==> src/hdl/prq_pkg.sv <==
package prq_pkg;

  // Fixed field widths of the input and result beats.
  localparam int unsigned KindW    = 2;
  localparam int unsigned IdW      = 4;
  localparam int unsigned PrioW    = 5;
  localparam int unsigned RstateW  = 2;
  localparam int unsigned DcountW  = 16;
  localparam int unsigned WokenW   = 5;
  localparam int unsigned CountW   = 5;

  // Ready queue counts saturate here.
  localparam logic [CountW-1:0] CountMax = 5'd31;

  typedef enum logic [KindW-1:0] {
    KIND_ADD    = 2'd0,
    KIND_SWITCH = 2'd1,
    KIND_TICK   = 2'd2,
    KIND_DELAY  = 2'd3
  } kind_e;

  // Any other runner state drops the runner.
  typedef enum logic [RstateW-1:0] {
    RS_REQUEUE = 2'd0,
    RS_RETIRE  = 2'd1,
    RS_DROP    = 2'd2
  } rstate_e;

  typedef enum logic [2:0] {
    ST_IDLE,
    ST_ENQ_LVL,
    ST_ENQ_UPD,
    ST_PICK,
    ST_TICK,
    ST_DONE
  } state_e;

  typedef enum logic {
    ALU_DEC,
    ALU_GT
  } alu_op_e;

  typedef struct packed {
    logic zero;
    logic gt;
  } alu_flags_t;

endpackage

==> src/hdl/prq_in_if.sv <==
interface prq_in_if;
  logic                         valid;
  logic                         ready;
  logic [prq_pkg::KindW-1:0]    kind;
  logic [prq_pkg::IdW-1:0]      thread_id;
  logic [prq_pkg::PrioW-1:0]    priority_req;
  logic                         no_preempt;
  logic [prq_pkg::RstateW-1:0]  runner_state;
  logic [prq_pkg::DcountW-1:0]  delay_count;

  modport source (output valid, kind, thread_id, priority_req, no_preempt, runner_state,
                  delay_count, input ready);
  modport sink (input valid, kind, thread_id, priority_req, no_preempt, runner_state,
                delay_count, output ready);
endinterface

==> src/hdl/prq_out_if.sv <==
interface prq_out_if;
  logic                        valid;
  logic                        ready;
  logic [prq_pkg::IdW-1:0]     running_id;
  logic                        running_valid;
  logic                        preempt_request;
  logic [prq_pkg::WokenW-1:0]  woken_count;
  logic [prq_pkg::IdW-1:0]     retired_id;
  logic                        retired_valid;

  modport source (output valid, running_id, running_valid, preempt_request, woken_count,
                  retired_id, retired_valid, input ready);
  modport sink (input valid, running_id, running_valid, preempt_request, woken_count,
                retired_id, retired_valid, output ready);
endinterface

==> src/hdl/priority_ready_queue_scheduler_core.sv <==
// Priority scheduler with one FIFO ready queue per level, a bitmap of busy levels,
// a delay list and the running thread. One beat is taken at a time and yields one
// result beat. On a tick the shared decrement unit visits one delay list entry a
// cycle, but each wake-up halts the walk while it runs the enqueue states
// ENQ_LVL and ENQ_UPD. An empty ready set on switch leaves no thread running.
module priority_ready_queue_scheduler_core #(
  parameter int unsigned MAX_THREADS     = 16,
  parameter int unsigned PRIORITY_LEVELS = 32,
  parameter int unsigned DELAY_BITS      = 16
) (
  input  logic      clk_i,
  input  logic      rst_ni,
  prq_in_if.sink    in_i,
  prq_out_if.source out_o
);

  localparam int unsigned TIW = (MAX_THREADS > 1) ? $clog2(MAX_THREADS) : 1;
  localparam int unsigned LW  = $clog2(PRIORITY_LEVELS);
  localparam int unsigned DSW = $clog2(MAX_THREADS + 1);
  localparam int unsigned AW  = (DELAY_BITS > LW) ? DELAY_BITS : LW;
  localparam int unsigned IdW = prq_pkg::IdW;
  localparam int unsigned CW  = prq_pkg::CountW;

  // Highest set bit of the bitmap, with a found flag on top.
  function automatic logic [LW:0] top_level(input logic [PRIORITY_LEVELS-1:0] bm);
    logic [LW:0] r;
    r = '0;
    for (int k = 0; k < PRIORITY_LEVELS; k++) begin
      if (bm[k]) begin
        r = {1'b1, LW'(k)};
      end
    end
    return r;
  endfunction

  prq_pkg::state_e state_q, state_d, enq_ret_q;

  // Storage.
  logic [PRIORITY_LEVELS-1:0] bitmap_q;
  logic [CW-1:0]              queue_count_q [PRIORITY_LEVELS];
  logic [IdW-1:0]             queue_head [PRIORITY_LEVELS];
  logic [IdW-1:0]             queue_tail [PRIORITY_LEVELS];
  logic [IdW-1:0]             ready_next [MAX_THREADS];
  logic [LW-1:0]              thread_level [MAX_THREADS];
  logic [DELAY_BITS-1:0]      delay_left [MAX_THREADS];
  logic [IdW-1:0]             delay_next [MAX_THREADS];
  logic [IdW-1:0]             delay_first_q, delay_last_q;
  logic [DSW-1:0]             delay_size_q;
  logic [IdW-1:0]             runner_q;
  logic                       runner_valid_q;

  // Sequencer working registers.
  logic [IdW-1:0]             enq_t_q;
  logic                       protect_q;
  logic [LW-1:0]              lv_q;
  logic [IdW-1:0]             cur_q, prev_q;
  logic                       have_prev_q;
  logic [DSW-1:0]             n_q, i_q;
  logic                       preempt_q;
  logic [prq_pkg::WokenW-1:0] woken_q;
  logic [IdW-1:0]             ret_id_q;
  logic                       ret_valid_q;
  logic                       out_valid_q;

  // Result beat payload.
  logic [IdW-1:0]             o_running_id_q, o_retired_id_q;
  logic                       o_running_valid_q, o_preempt_q, o_retired_valid_q;
  logic [prq_pkg::WokenW-1:0] o_woken_q;

  // Decoded input beat.
  logic                       acc;
  logic [TIW-1:0]             tid_idx;
  logic                       tid_ok;
  logic [LW-1:0]              prio_sat;
  logic [DELAY_BITS-1:0]      dcount;
  logic                       add_ok, dly_ok;

  // Tick step and pick signals.
  logic [TIW-1:0]             cur_idx;
  logic [IdW-1:0]             nxt;
  logic                       tick_step, tick_nz, tick_exp;
  logic [LW:0]                top;
  logic [LW-1:0]              top_lv;
  logic                       pick_hit;

  // Shared unit.
  prq_pkg::alu_op_e           alu_op;
  logic [AW-1:0]              alu_a, alu_b, alu_res;
  prq_pkg::alu_flags_t        alu_flags;

  prq_alu #(.W(AW)) u_alu (
    .op_i   (alu_op),
    .a_i    (alu_a),
    .b_i    (alu_b),
    .res_o  (alu_res),
    .flags_o(alu_flags)
  );

  // Input decode.
  assign in_i.ready = (state_q == prq_pkg::ST_IDLE) && !out_valid_q;
  assign acc        = in_i.valid && in_i.ready;
  assign tid_idx    = TIW'(in_i.thread_id);
  assign tid_ok     = (7'(in_i.thread_id) < 7'(MAX_THREADS));
  assign prio_sat   = (6'(in_i.priority_req) > 6'(PRIORITY_LEVELS - 1)) ?
                      LW'(PRIORITY_LEVELS - 1) : LW'(in_i.priority_req);
  assign dcount     = DELAY_BITS'(in_i.delay_count);
  assign add_ok     = acc && (in_i.kind == prq_pkg::KIND_ADD) && tid_ok;
  assign dly_ok     = acc && (in_i.kind == prq_pkg::KIND_DELAY) && tid_ok &&
                      (32'(delay_size_q) < 32'(MAX_THREADS));

  // Delay list walk and highest ready level.
  assign cur_idx   = TIW'(cur_q);
  assign nxt       = delay_next[cur_idx];
  assign tick_step = (state_q == prq_pkg::ST_TICK) && (i_q != n_q);
  assign tick_nz   = (delay_left[cur_idx] != '0);
  assign tick_exp  = tick_step && tick_nz && alu_flags.zero;
  assign top       = top_level(bitmap_q);
  assign top_lv    = top[LW-1:0];
  assign pick_hit  = top[LW];

  // Shared unit operands.
  always_comb begin
    alu_op = prq_pkg::ALU_GT;
    alu_a  = AW'(lv_q);
    alu_b  = AW'(thread_level[TIW'(runner_q)]);
    if (state_q == prq_pkg::ST_TICK) begin
      alu_op = prq_pkg::ALU_DEC;
      alu_a  = AW'(delay_left[cur_idx]);
    end
  end

  // Next state.
  always_comb begin
    state_d = state_q;
    case (state_q)
      prq_pkg::ST_IDLE: begin
        if (acc) begin
          case (in_i.kind)
            prq_pkg::KIND_ADD:    state_d = tid_ok ? prq_pkg::ST_ENQ_LVL : prq_pkg::ST_DONE;
            prq_pkg::KIND_SWITCH: begin
              if (runner_valid_q && (in_i.runner_state == prq_pkg::RS_REQUEUE)) begin
                state_d = prq_pkg::ST_ENQ_LVL;
              end else begin
                state_d = prq_pkg::ST_PICK;
              end
            end
            prq_pkg::KIND_TICK:   state_d = prq_pkg::ST_TICK;
            default:              state_d = prq_pkg::ST_DONE;
          endcase
        end
      end
      prq_pkg::ST_ENQ_LVL: state_d = prq_pkg::ST_ENQ_UPD;
      prq_pkg::ST_ENQ_UPD: state_d = enq_ret_q;
      prq_pkg::ST_PICK:    state_d = prq_pkg::ST_DONE;
      prq_pkg::ST_TICK: begin
        if (!tick_step) begin
          state_d = prq_pkg::ST_DONE;
        end else if (tick_exp) begin
          state_d = prq_pkg::ST_ENQ_LVL;
        end
      end
      prq_pkg::ST_DONE:    state_d = prq_pkg::ST_IDLE;
      default:             state_d = prq_pkg::ST_IDLE;
    endcase
  end

  always_ff @(posedge clk_i or negedge rst_ni) begin
    if (!rst_ni) begin
      state_q <= prq_pkg::ST_IDLE;
    end else begin
      state_q <= state_d;
    end
  end

  // Thread, link and queue stores.
  always_ff @(posedge clk_i) begin
    if (add_ok || dly_ok) begin
      thread_level[tid_idx] <= prio_sat;
    end
    if (dly_ok) begin
      delay_left[tid_idx] <= dcount;
      // A thread already last in the list links to itself.
      if ((delay_size_q != '0) && (TIW'(delay_last_q) == tid_idx)) begin
        delay_next[tid_idx] <= in_i.thread_id;
      end else begin
        delay_next[tid_idx] <= '0;
        if (delay_size_q != '0) begin
          delay_next[TIW'(delay_last_q)] <= in_i.thread_id;
        end
      end
    end
    if (tick_step && tick_nz) begin
      delay_left[cur_idx] <= alu_res[DELAY_BITS-1:0];
      if (tick_exp && have_prev_q) begin
        delay_next[TIW'(prev_q)] <= nxt;
      end
    end
    if (state_q == prq_pkg::ST_ENQ_UPD) begin
      if (queue_count_q[lv_q] == '0) begin
        queue_head[lv_q] <= enq_t_q;
      end else begin
        ready_next[TIW'(queue_tail[lv_q])] <= enq_t_q;
      end
      queue_tail[lv_q] <= enq_t_q;
    end
    if ((state_q == prq_pkg::ST_PICK) && pick_hit && (queue_count_q[top_lv] != CW'(1))) begin
      queue_head[top_lv] <= ready_next[TIW'(queue_head[top_lv])];
    end
  end

  // Control state and sequencer registers.
  always_ff @(posedge clk_i or negedge rst_ni) begin
    if (!rst_ni) begin
      bitmap_q       <= '0;
      for (int k = 0; k < PRIORITY_LEVELS; k++) begin
        queue_count_q[k] <= '0;
      end
      delay_first_q  <= '0;
      delay_last_q   <= '0;
      delay_size_q   <= '0;
      runner_q       <= '0;
      runner_valid_q <= 1'b0;
      enq_ret_q      <= prq_pkg::ST_DONE;
      enq_t_q        <= '0;
      protect_q      <= 1'b0;
      lv_q           <= '0;
      cur_q          <= '0;
      prev_q         <= '0;
      have_prev_q    <= 1'b0;
      n_q            <= '0;
      i_q            <= '0;
      preempt_q      <= 1'b0;
      woken_q        <= '0;
      ret_id_q       <= '0;
      ret_valid_q    <= 1'b0;
      out_valid_q    <= 1'b0;
    end else begin
      if (out_valid_q && out_o.ready) begin
        out_valid_q <= 1'b0;
      end
      case (state_q)
        prq_pkg::ST_IDLE: begin
          if (acc) begin
            preempt_q   <= 1'b0;
            woken_q     <= '0;
            cur_q       <= delay_first_q;
            have_prev_q <= 1'b0;
            prev_q      <= '0;
            n_q         <= delay_size_q;
            i_q         <= '0;
            // A switch with a valid runner and RS_REQUEUE requeues the runner, protected, before the pick.
            if (in_i.kind == prq_pkg::KIND_SWITCH) begin
              enq_ret_q <= prq_pkg::ST_PICK;
              enq_t_q   <= runner_q;
              protect_q <= 1'b1;
            end else begin
              enq_ret_q <= prq_pkg::ST_DONE;
              enq_t_q   <= in_i.thread_id;
              protect_q <= in_i.no_preempt;
            end
            if ((in_i.kind == prq_pkg::KIND_SWITCH) && runner_valid_q &&
                (in_i.runner_state == prq_pkg::RS_RETIRE)) begin
              ret_id_q    <= runner_q;
              ret_valid_q <= 1'b1;
            end else begin
              ret_id_q    <= '0;
              ret_valid_q <= 1'b0;
            end
            if (dly_ok) begin
              if (delay_size_q == '0) begin
                delay_first_q <= in_i.thread_id;
              end
              delay_last_q <= in_i.thread_id;
              delay_size_q <= delay_size_q + DSW'(1);
            end
          end
        end
        prq_pkg::ST_ENQ_LVL: begin
          lv_q <= thread_level[TIW'(enq_t_q)];
        end
        prq_pkg::ST_ENQ_UPD: begin
          if (queue_count_q[lv_q] < prq_pkg::CountMax) begin
            queue_count_q[lv_q] <= queue_count_q[lv_q] + CW'(1);
          end
          bitmap_q[lv_q] <= 1'b1;
          if (!protect_q && runner_valid_q && alu_flags.gt) begin
            preempt_q <= 1'b1;
          end
        end
        prq_pkg::ST_PICK: begin
          if (pick_hit) begin
            runner_q       <= queue_head[top_lv];
            runner_valid_q <= 1'b1;
            queue_count_q[top_lv] <= queue_count_q[top_lv] - CW'(1);
            if (queue_count_q[top_lv] == CW'(1)) begin
              bitmap_q[top_lv] <= 1'b0;
            end
          end else begin
            runner_q       <= '0;
            runner_valid_q <= 1'b0;
          end
        end
        prq_pkg::ST_TICK: begin
          if (tick_step) begin
            i_q   <= i_q + DSW'(1);
            cur_q <= nxt;
            if (tick_exp) begin
              if (!have_prev_q) begin
                delay_first_q <= nxt;
              end
              if (cur_q == delay_last_q) begin
                delay_last_q <= have_prev_q ? prev_q : '0;
              end
              delay_size_q <= delay_size_q - DSW'(1);
              woken_q      <= woken_q + prq_pkg::WokenW'(1);
              enq_t_q      <= cur_q;
              protect_q    <= 1'b0;
              enq_ret_q    <= prq_pkg::ST_TICK;
            end else begin
              prev_q      <= cur_q;
              have_prev_q <= 1'b1;
            end
          end else if (delay_size_q == '0) begin
            delay_first_q <= '0;
            delay_last_q  <= '0;
          end
        end
        prq_pkg::ST_DONE: begin
          out_valid_q <= 1'b1;
        end
        default: begin
        end
      endcase
    end
  end

  // Result beat payload.
  always_ff @(posedge clk_i) begin
    if (state_q == prq_pkg::ST_DONE) begin
      o_running_id_q    <= runner_valid_q ? runner_q : '0;
      o_running_valid_q <= runner_valid_q;
      o_preempt_q       <= preempt_q;
      o_woken_q         <= woken_q;
      o_retired_id_q    <= ret_id_q;
      o_retired_valid_q <= ret_valid_q;
    end
  end

  assign out_o.valid           = out_valid_q;
  assign out_o.running_id      = o_running_id_q;
  assign out_o.running_valid   = o_running_valid_q;
  assign out_o.preempt_request = o_preempt_q;
  assign out_o.woken_count     = o_woken_q;
  assign out_o.retired_id      = o_retired_id_q;
  assign out_o.retired_valid   = o_retired_valid_q;

endmodule

==> src/hdl/prq_alu.sv <==
// Shared unit: decrements a delay and flags zero, or compares two levels.
module prq_alu #(
  parameter int unsigned W = 16
) (
  input  prq_pkg::alu_op_e    op_i,
  input  logic [W-1:0]        a_i,
  input  logic [W-1:0]        b_i,
  output logic [W-1:0]        res_o,
  output prq_pkg::alu_flags_t flags_o
);

  always_comb begin
    res_o        = a_i - W'(1);
    flags_o.zero = 1'b0;
    flags_o.gt   = 1'b0;
    case (op_i)
      prq_pkg::ALU_DEC: begin
        flags_o.zero = (res_o == '0);
      end
      prq_pkg::ALU_GT: begin
        flags_o.gt = (a_i > b_i);
      end
      default: begin
        flags_o.zero = 1'b0;
      end
    endcase
  end

endmodule

==> src/flat_wrapper.sv <==
// flat-port wrapper written by rule: the top's interface ports become plain ports
module priority_ready_queue_scheduler_core_flat 
#(
  parameter int unsigned MAX_THREADS     = 16,
  parameter int unsigned PRIORITY_LEVELS = 32,
  parameter int unsigned DELAY_BITS      = 16
)
  (clk_i, rst_ni, in_i_valid, in_i_kind, in_i_thread_id, in_i_priority_req, in_i_no_preempt, in_i_runner_state, in_i_delay_count, in_i_ready, out_o_valid, out_o_running_id, out_o_running_valid, out_o_preempt_request, out_o_woken_count, out_o_retired_id, out_o_retired_valid, out_o_ready);
  prq_in_if in_i_i ();
  prq_out_if out_o_i ();
  input  logic clk_i;
  input  logic rst_ni;
  input wire logic [$bits(in_i_i.valid)-1:0] in_i_valid;
  input wire logic [$bits(in_i_i.kind)-1:0] in_i_kind;
  input wire logic [$bits(in_i_i.thread_id)-1:0] in_i_thread_id;
  input wire logic [$bits(in_i_i.priority_req)-1:0] in_i_priority_req;
  input wire logic [$bits(in_i_i.no_preempt)-1:0] in_i_no_preempt;
  input wire logic [$bits(in_i_i.runner_state)-1:0] in_i_runner_state;
  input wire logic [$bits(in_i_i.delay_count)-1:0] in_i_delay_count;
  output wire logic [$bits(in_i_i.ready)-1:0] in_i_ready;
  output wire logic [$bits(out_o_i.valid)-1:0] out_o_valid;
  output wire logic [$bits(out_o_i.running_id)-1:0] out_o_running_id;
  output wire logic [$bits(out_o_i.running_valid)-1:0] out_o_running_valid;
  output wire logic [$bits(out_o_i.preempt_request)-1:0] out_o_preempt_request;
  output wire logic [$bits(out_o_i.woken_count)-1:0] out_o_woken_count;
  output wire logic [$bits(out_o_i.retired_id)-1:0] out_o_retired_id;
  output wire logic [$bits(out_o_i.retired_valid)-1:0] out_o_retired_valid;
  input wire logic [$bits(out_o_i.ready)-1:0] out_o_ready;
  assign in_i_i.valid = in_i_valid;
  assign in_i_i.kind = in_i_kind;
  assign in_i_i.thread_id = in_i_thread_id;
  assign in_i_i.priority_req = in_i_priority_req;
  assign in_i_i.no_preempt = in_i_no_preempt;
  assign in_i_i.runner_state = in_i_runner_state;
  assign in_i_i.delay_count = in_i_delay_count;
  assign in_i_ready = in_i_i.ready;
  assign out_o_valid = out_o_i.valid;
  assign out_o_running_id = out_o_i.running_id;
  assign out_o_running_valid = out_o_i.running_valid;
  assign out_o_preempt_request = out_o_i.preempt_request;
  assign out_o_woken_count = out_o_i.woken_count;
  assign out_o_retired_id = out_o_i.retired_id;
  assign out_o_retired_valid = out_o_i.retired_valid;
  assign out_o_i.ready = out_o_ready;
  priority_ready_queue_scheduler_core #(.MAX_THREADS(MAX_THREADS), .PRIORITY_LEVELS(PRIORITY_LEVELS), .DELAY_BITS(DELAY_BITS)) u_core (.clk_i(clk_i), .rst_ni(rst_ni), .in_i(in_i_i), .out_o(out_o_i));
endmodule
==> config.mk <==
export PLATFORM = sky130hd
export DESIGN_NAME = priority_ready_queue_scheduler_core_flat
export DESIGN_NICKNAME = d
export VERILOG_FILES = /design/src/hdl/prq_pkg.sv /design/src/hdl/prq_in_if.sv /design/src/hdl/prq_out_if.sv /design/src/hdl/priority_ready_queue_scheduler_core.sv /design/src/hdl/prq_alu.sv /design/src/flat_wrapper.sv
export SDC_FILE = /design/constraint.sdc
export NUM_CORES = 2
export LEC_CHECK = 0
export BUFFER_PORTS_ARGS = -buffer_cell sky130_fd_sc_hd__buf_4
export CAP_MARGIN = 20
export CORE_MARGIN = 2
export CORE_UTILIZATION = 40
export DETAILED_ROUTE_END_ITERATION = 16
export PLACE_DENSITY = 0.64
export SLEW_MARGIN = 15
export SYNTH_ARGS = -nofsm -noshare
export SYNTH_HDL_FRONTEND = slang
export SYNTH_SLANG_ARGS = --single-unit
==> constraint.sdc <==
create_clock -name clk_i -period 7.14 [get_ports clk_i]
set_clock_uncertainty 0.2 [all_clocks]
set_input_delay 0.714 -clock clk_i [delete_from_list [all_inputs] [get_ports clk_i]]
set_output_delay 0.714 -clock clk_i [all_outputs]
set_load 0.01 [all_outputs]
# Yosys cells after proc, flatten, opt, wreduce, memory -nomap -nowiden

Memory sizes are Yosys's and may differ from the RTL's. A register that Yosys moved wholly into a read port is not among the register bits.
Cells that the tools add are included.

Flip-flop bits (word level): 268
Bits in latches: 0
Memory bits (writable): 720
Bits in read-only memories: 0
Output and inout bits: 18
Word-level logic and storage cells: 330
Memories: 6

Memories:

| memory              | depth | width | read ports | clocked after Yosys merged registers in | write ports | RTL line                                  | source |
|---|---|---|---|---|---|---|---|
| u_core.delay_left   | 16    | 16    | 1          | 0                                       | 1           | priority_ready_queue_scheduler_core.sv:45 | `logic [DELAY_BITS-1:0] delay_left [MAX_THREADS];` |
| u_core.queue_head   | 32    | 4     | 1          | 0                                       | 1           | priority_ready_queue_scheduler_core.sv:41 | `logic [IdW-1:0] queue_head [PRIORITY_LEVELS];` |
| u_core.queue_tail   | 32    | 4     | 1          | 0                                       | 1           | priority_ready_queue_scheduler_core.sv:42 | `logic [IdW-1:0] queue_tail [PRIORITY_LEVELS];` |
| u_core.thread_level | 16    | 5     | 2          | 1                                       | 1           | priority_ready_queue_scheduler_core.sv:44 | `logic [LW-1:0] thread_level [MAX_THREADS];` |
| u_core.delay_next   | 16    | 4     | 1          | 0                                       | 2           | priority_ready_queue_scheduler_core.sv:46 | `logic [IdW-1:0] delay_next [MAX_THREADS];` |
| u_core.ready_next   | 16    | 4     | 1          | 0                                       | 1           | priority_ready_queue_scheduler_core.sv:43 | `logic [IdW-1:0] ready_next [MAX_THREADS];` |

$add $sub $neg: 7
Multipliers: 0
Divide/modulo/power cells: 0
Magnitude comparators: 11
Equal/unequal tests: 28
Shift operators: 0
Muxes and demuxes: 162
Bitwise operators: 6
Reduce and logical (&&, ||, !) cells: 52

Operator list:

| operator                                    | number |
|---|---|
| bitwise mux 160 bit                         | 2 |
| 2-to-1 mux 160 bit                          | 2 |
| one-hot mux 160 bit (2 select lines)        | 1 |
| 2-to-1 mux 6 bit                            | 32 |
| 2-to-1 mux 4 bit                            | 29 |
| 2-to-1 mux 5 bit                            | 15 |
| 2-to-1 mux 32 bit                           | 2 |
| one-hot mux 32 bit (2 select lines)         | 1 |
| binary-select mux 5 bit (select 5 bit)      | 2 |
| demux 5 bit (select 5 bit)                  | 2 |
| 2-to-1 mux 1 bit                            | 48 |
| one-hot mux 4 bit (2 select lines)          | 5 |
| bitwise AND 32 bit                          | 1 |
| 2-to-1 mux 16 bit                           | 2 |
| NOT 32 bit                                  | 1 |
| OR 32 bit                                   | 1 |
| one-hot mux 5 bit (2 select lines)          | 3 |
| logical AND 1 bit                           | 22 |
| 2-to-1 mux 3 bit                            | 7 |
| adder 5 x 1 -> 5 bit, second input constant | 4 |
| > comparator 16 x 5 -> 1 bit                | 1 |
| zero test 16 bit                            | 1 |
| nonzero test 16 bit                         | 1 |
| OR reduction 16 bit                         | 1 |
| 42 further kinds                            | 80 |

# Depth between registers and ports, before layout

Word-level depth: 42
Mapped depth: 23
Depth with buffers taken out: 16

# Hierarchy

Synthesis repeated with hierarchy kept, for this count alone.

Cells, all modules: 3345
Area total of the unflattened synthesis: 46997.6 um^2

By module, submodules not included:

| module                              | instances | cells each | area an instance (um^2) | seq. area each (um^2) |
|---|---|---|---|---|
| priority_ready_queue_scheduler_core | 1         | 3242       | 46194.3                 | 28534.9 |
| prq_alu                             | 1         | 103        | 803.3                   | 0.0 |

# Worst setup path after synthesis

Ideal clock, no wire load.

Path kind: reg-to-reg
Start point: reg u_core.bitmap_q[14]
End point: mem u_core.queue_head[0][2], data pin
Data arrival time: 4.874 ns
Setup slack: 1.669 ns
Stages on the path, launching flop included: 17
Path buffers: 5
Period minus slack after synthesis: 5.471 ns
Path through: dfrtp_1 -> or2_2 -> a2111o_1 -> a31oi_1 -> o211a_1 -> buf_2 -> clkbuf_1 -> o21ai_0 -> a31oi_1 -> o22ai_1 -> nor4_1 -> clkbuf_1 -> ha_1 -> a31oi_1 -> buf_2 -> buf_4 -> a41oi_1

Longest elaborated chain between the ends: 28

Ends and longest elaborated chain:

| item                                                | RTL line                                   | source |
|---|---|---|
| start, declared                                     | priority_ready_queue_scheduler_core.sv:39  | `logic [PRIORITY_LEVELS-1:0] bitmap_q;` |
| start signal, assigned                              | priority_ready_queue_scheduler_core.sv:214 | `bitmap_q <= '0;` |
| start signal, assigned by index                     | priority_ready_queue_scheduler_core.sv:285 | `bitmap_q[lv_q] <= 1'b1;` |
| start signal, assigned by index                     | priority_ready_queue_scheduler_core.sv:296 | `bitmap_q[top_lv] <= 1'b0;` |
| 2-to-1 mux 6 bit (*) (18 in a row)                  | priority_ready_queue_scheduler_core.sv:29  | `if (bm[k]) begin` |
| NOT 5 -> 6 bit (not written as such)                | priority_ready_queue_scheduler_core.sv:206 | `if ((state_q == prq_pkg::ST_PICK) && pick_hit && (queue_count_q[top_lv] != CW'(1))) begin` |
| binary-select mux 5 bit (select 5 bit)              | priority_ready_queue_scheduler_core.sv:206 |  |
| 2-to-1 mux 5 bit (not written as such) (2 in a row) | priority_ready_queue_scheduler_core.sv:206 |  |
| != test 5 x 1 -> 1 bit                              | priority_ready_queue_scheduler_core.sv:206 |  |
| logical AND 1 bit                                   | priority_ready_queue_scheduler_core.sv:206 |  |
| 2-to-1 mux 1 bit                                    | priority_ready_queue_scheduler_core.sv:206 |  |
| 2-to-1 mux 1 bit (not written as such)              | priority_ready_queue_scheduler_core.sv:207 | `queue_head[top_lv] <= ready_next[TIW'(queue_head[top_lv])];` |
| OR reduction 4 bit (no line)                        | --                                         |  |
| 2-to-1 mux 4 bit (no line) (*)                      | --                                         |  |
| end, declared                                       | priority_ready_queue_scheduler_core.sv:41  |  |

Every way passes the cells marked *; elsewhere a longest branch is shown, timed or not. The select of a mux whose other input is x is not followed.

# Final worst setup path

Start point: reg u_core.bitmap_q[30]
End point: mem u_core.queue_head[27][2], enable pin

Longest elaborated chain between the ends: 12

Ends and longest elaborated chain:

| item                                                                  | RTL line |
|---|---|
| 2-to-1 mux 6 bit (*) (2 in a row)                                     | priority_ready_queue_scheduler_core.sv:29 |
| NOT 5 -> 6 bit (not written as such)                                  | priority_ready_queue_scheduler_core.sv:206 |
| binary-select mux 5 bit (select 5 bit)                                | priority_ready_queue_scheduler_core.sv:206 |
| 2-to-1 mux 5 bit (not written as such) (2 in a row)                   | priority_ready_queue_scheduler_core.sv:206 |
| != test 5 x 1 -> 1 bit                                                | priority_ready_queue_scheduler_core.sv:206 |
| logical AND 1 bit                                                     | priority_ready_queue_scheduler_core.sv:206 |
| 2-to-1 mux 1 bit                                                      | priority_ready_queue_scheduler_core.sv:206 |
| 2-to-1 mux 1 bit (not written as such)                                | priority_ready_queue_scheduler_core.sv:207 |
| OR reduction 4 bit (no line)                                          | -- |
| 2-to-1 mux 5 bit (no line) / 2-to-1 mux 1 bit (equally long branches) | -- |

Marks and branches as above.

==> impl_metrics.tcl <==
set metrics [dict create \
    r2r-start "u_core.bitmap_q[30]" \
    syn_area_per_cell_sq_um 13.19 \
    power_uw 23110 \
    core_sq_mm 0.1165 \
    yosys_warnings 0 \
    critPathBufInv 1 \
    synth_cell_types 84 \
    netlist_instances 3573 \
    grtUsageMet2_pct 38.73 \
    vias 33630 \
    grt_pass1_vias 32860 \
    drt-pass1-iter-count 6 \
    syn-cell-area_sq_mm 0.04711 \
    nNetsFinal 3684 \
    row_count 125 \
    place.gp.congestion 1.069 \
    p_per_area_mw_per_mm2 434.1 \
    critical_path.slowest_cell "a31oi_2" \
    syn2layout_area_growth_pct 12.98 \
    post_cts_buffers 0 \
    fin_tns_setup_ps 0 \
    fmaxAchievable_mhz 154.1 \
    start_util_pct 40.43 \
    grt_use_total_pct 25.39 \
    setup_viol 0 \
    worst_pin_slew_ps 1212 \
    relSlewSlack_pct 19.02 \
    ys.flop_type "edfxtp_1" \
    grt_start_max_net_pins 165 \
    fill_cells 10240 \
    dp_slack_ps 947.5 \
    avgRoutedWirePerCell_microns 29.60 \
    r2r_cells 11 \
    critPathMaxFanout 23 \
    arrival_ps 6630 \
    drc 0 \
    min_to "u_core.protect_q" \
    clk_pin_slew_ps 60 \
    drive_gt1_share_pct 19.30 \
    finalWorstPathRequiredPeriod_ps 6491 \
    use_met1_pct 34.20 \
    yosysSeqAreaShare_pct 60.57 \
    ios 52 \
    viasPerCell 6.410 \
    cp_slowest_stage_delay_ps 940 \
    outcome "complete, no violations" \
    synth_edf_count 736 \
    rsz0062_at_grt "false" \
    finalHoldViolCount 0 \
    crit_family "compound AO/OA/AOI/OAI gates" \
    use_met3_pct 6.081 \
    synth_nets 3624 \
    antenna_found_initial 4 \
    slew_viol_final 0 \
    path_class "register to register" \
    ir_drop_mv 0.4100 \
    die_h_microns 347.2 \
    min_period_over_period_pct 90.91 \
    start_kind "register" \
    hold_path_depth 3 \
    power.leakage_uw 0.01879 \
    overflow 0 \
    drt_iter0_drc 4647 \
    r2r_slack_ps 650 \
    clock_sinks 993 \
    cp.required_ps 7280 \
    rr_endpoint "u_core.queue_head[27][2]" \
    ys_ff_latch 993 \
    cap_violations 0 \
    placed_cells 5048 \
    place_hpwl_microns 106200 \
    grt.busiest_layer "met2" \
    root_buffer "clkbuf_16" \
    die-area_sq_mm 0.1205 \
    ant_nets 0 \
    end_kind "register" \
    setup_ws_ps 649.3 \
    die_w_microns 347.2 \
    cts_buffers 102 \
    synthArstFlopShare_pct 25.88 \
    path_cells "or4_1, buf_4, nor4_1, nand3_1, o22ai_1, nor3_1, o2111ai_1, nor3_1, a31oi_2, o21ai_0, o21ai_0" \
    cts_tree "done" \
    clk_path_buf_depth 3 \
    routed_wl_microns 155300 \
    crit_path_start "u_core.bitmap_q[30]" \
    finalNonFillerCells 5246 \
    worstSkewPairLatency_ps 720 \
    cts_resized 0 \
    hp-class "input pin to register" \
    io_buffers 51 \
    grt_pass1_wl_microns 226300 \
    h-tree-depth 3 \
    worstHoldStart "in_i_no_preempt" \
]
power breakdown:
| part | switching [uW] | total, uW | leakage, uW | internal [uW] |
|---|---|---|---|---|
| logic | 6200 | 9450 | 0.00710 | 3250 |
| registers | 903 | 8230 | 0.0100 | 7330 |
| clock network | 2320 | 5430 | 0.00166 | 3110 |
how the worst max path moves through the flow:
stage / slack [ps] / endpoint / cells past startpoint
5_1_grt: 400 / u_core.queue_head[31][0] / 11
4_1_cts: 910 / u_core.queue_head[28][1] / 14
3_5_place_dp: 950 / u_core.queue_head[23][1] / 14
2_1_floorplan: 1670 / u_core.queue_head[0][2] / 16
6_report: 650 / u_core.queue_head[27][2] / 11
3_3_place_gp: 830 / u_core.queue_count_q[39] / 13
worst register-to-register path: stages (launching register included):
cell	delay, ps
dfrtp_1	540
or4_1	530
buf_4	240
nor4_1	730
nand3_1	790
o22ai_1	550
nor3_1	100
o2111ai_1	390
nor3_1	210
a31oi_2	940
o21ai_0	310
o21ai_0	580
registers in the layout (all words and copies together), names as in the netlist, 32 cells and up:
register / cells
u_core.delay_left: 256
u_core.queue_count_q: 160
u_core.queue_head: 128
u_core.queue_tail: 128
u_core.thread_level: 80
u_core.delay_next: 64
u_core.ready_next: 64
u_core.bitmap_q: 32
layout make-up:
type / count / area [sq um] / area share (%)
Multi-Input combinational cell: 2275 / 17540 / 32.95
Inverter: 67 / 251.5 / 0.4725
Sequential cell: 993 / 28560 / 53.65
Antenna cell: 1 / 2.502 / 0.004701
Clock inverter: 56 / 608.1 / 1.142
Clock buffer: 136 / 2811 / 5.282
Tap cell: 1524 / 1907 / 3.583
Timing Repair Buffer: 194 / 1549 / 2.910
cells in the mapped netlist (48+ instances only):
| library cell | number | area (sq um) |
|---|---|---|
| edfxtp_1 | 736 | 22100 |
| nand2_1 | 365 | 1370 |
| nor2_1 | 334 | 1254 |
| dfrtp_1 | 255 | 6381 |
| mux4_2 | 218 | 4910 |
| o21ai_0 | 184 | 920.9 |
| clkbuf_1 | 177 | 664.4 |
| a21oi_1 | 124 | 620.6 |
| o22ai_1 | 96 | 600.6 |
| mux2i_1 | 93 | 930.9 |
| nand3_1 | 87 | 435.4 |
| inv_1 | 66 | 247.7 |
| o221ai_1 | 66 | 578.1 |
| mux2_2 | 64 | 720.7 |
| a22o_1 | 54 | 473.0 |
| a22oi_1 | 48 | 360.4 |
per-stage QoR:
| step | cell area, sq um | util, % | hold slack [ps] |
|---|---|---|---|
| floorplan | 47110 | - | 218.4 |
| global placement | 49730 | 42.68 | 239.4 |
| detailed placement | 49760 | 42.70 | 234.2 |
| CTS | 53190 | 45.65 | 26.03 |
| global route | 53220 | 45.68 | 61.51 |
| finish | 53230 | 45.68 | 51.01 |
cells by family (layout without fill, tap and decap cells):
kind of cell,count (synthesis),after routing,synth area share (%)
flip-flops,993,993,60.57
AND/OR/NAND/NOR,1018,1018,9.704
XOR/XNOR,33,33,0.6135
multiplexers,380,380,14.08
other,0,1,0
adder cells (fa/ha/maj),17,17,0.4674
AO/OA/AOI/OAI,827,827,11.93
buffers and inverters,305,453,2.635
timing repair:
item	in CTS	in global routing
hold buffers	1	0
endpoints found under the setup margin	0	0
endpoints found under the hold margin	93	0
layer usage:
layer  wire [microns]  part of all wire (%)  up-vias
li1                 -                     -    14100
met1            61500                    40    17080
met2            69610                    45     2002
met3            15720                    10      443
met4             8404                   5.4        4
met5               28                 0.018        -
cell usage in the layout (no fill, tap or decap), types with 14 or more instances in the layout:
cell type    n
clkbuf_1    22
o2111a_1    14
mux4_2     218
a211oi_1    34
a21oi_1    123
a31oi_1     33
o22ai_1     96
clkinv_1    19
nor2_1     315
nor3_1      23
xor2_1      19
ha_1        16
a21o_1      16
nand3_1     87
clkbuf_16  103
o221ai_1    66
mux2i_1     92
buf_4      182
a22o_1      54
nor2_2      18
and2_1      23
inv_1       65
mux2_2      64
nor2b_1     24
a22oi_1     48
nor4_1      25
o21a_1      23
xnor2_1     14
and3_1      29
dfrtp_1    247
nand2_1    361
nand4_1     22
o21ai_0    184
o211ai_1    15
edfxtp_1   736
(Power assumes the default switching activity.)
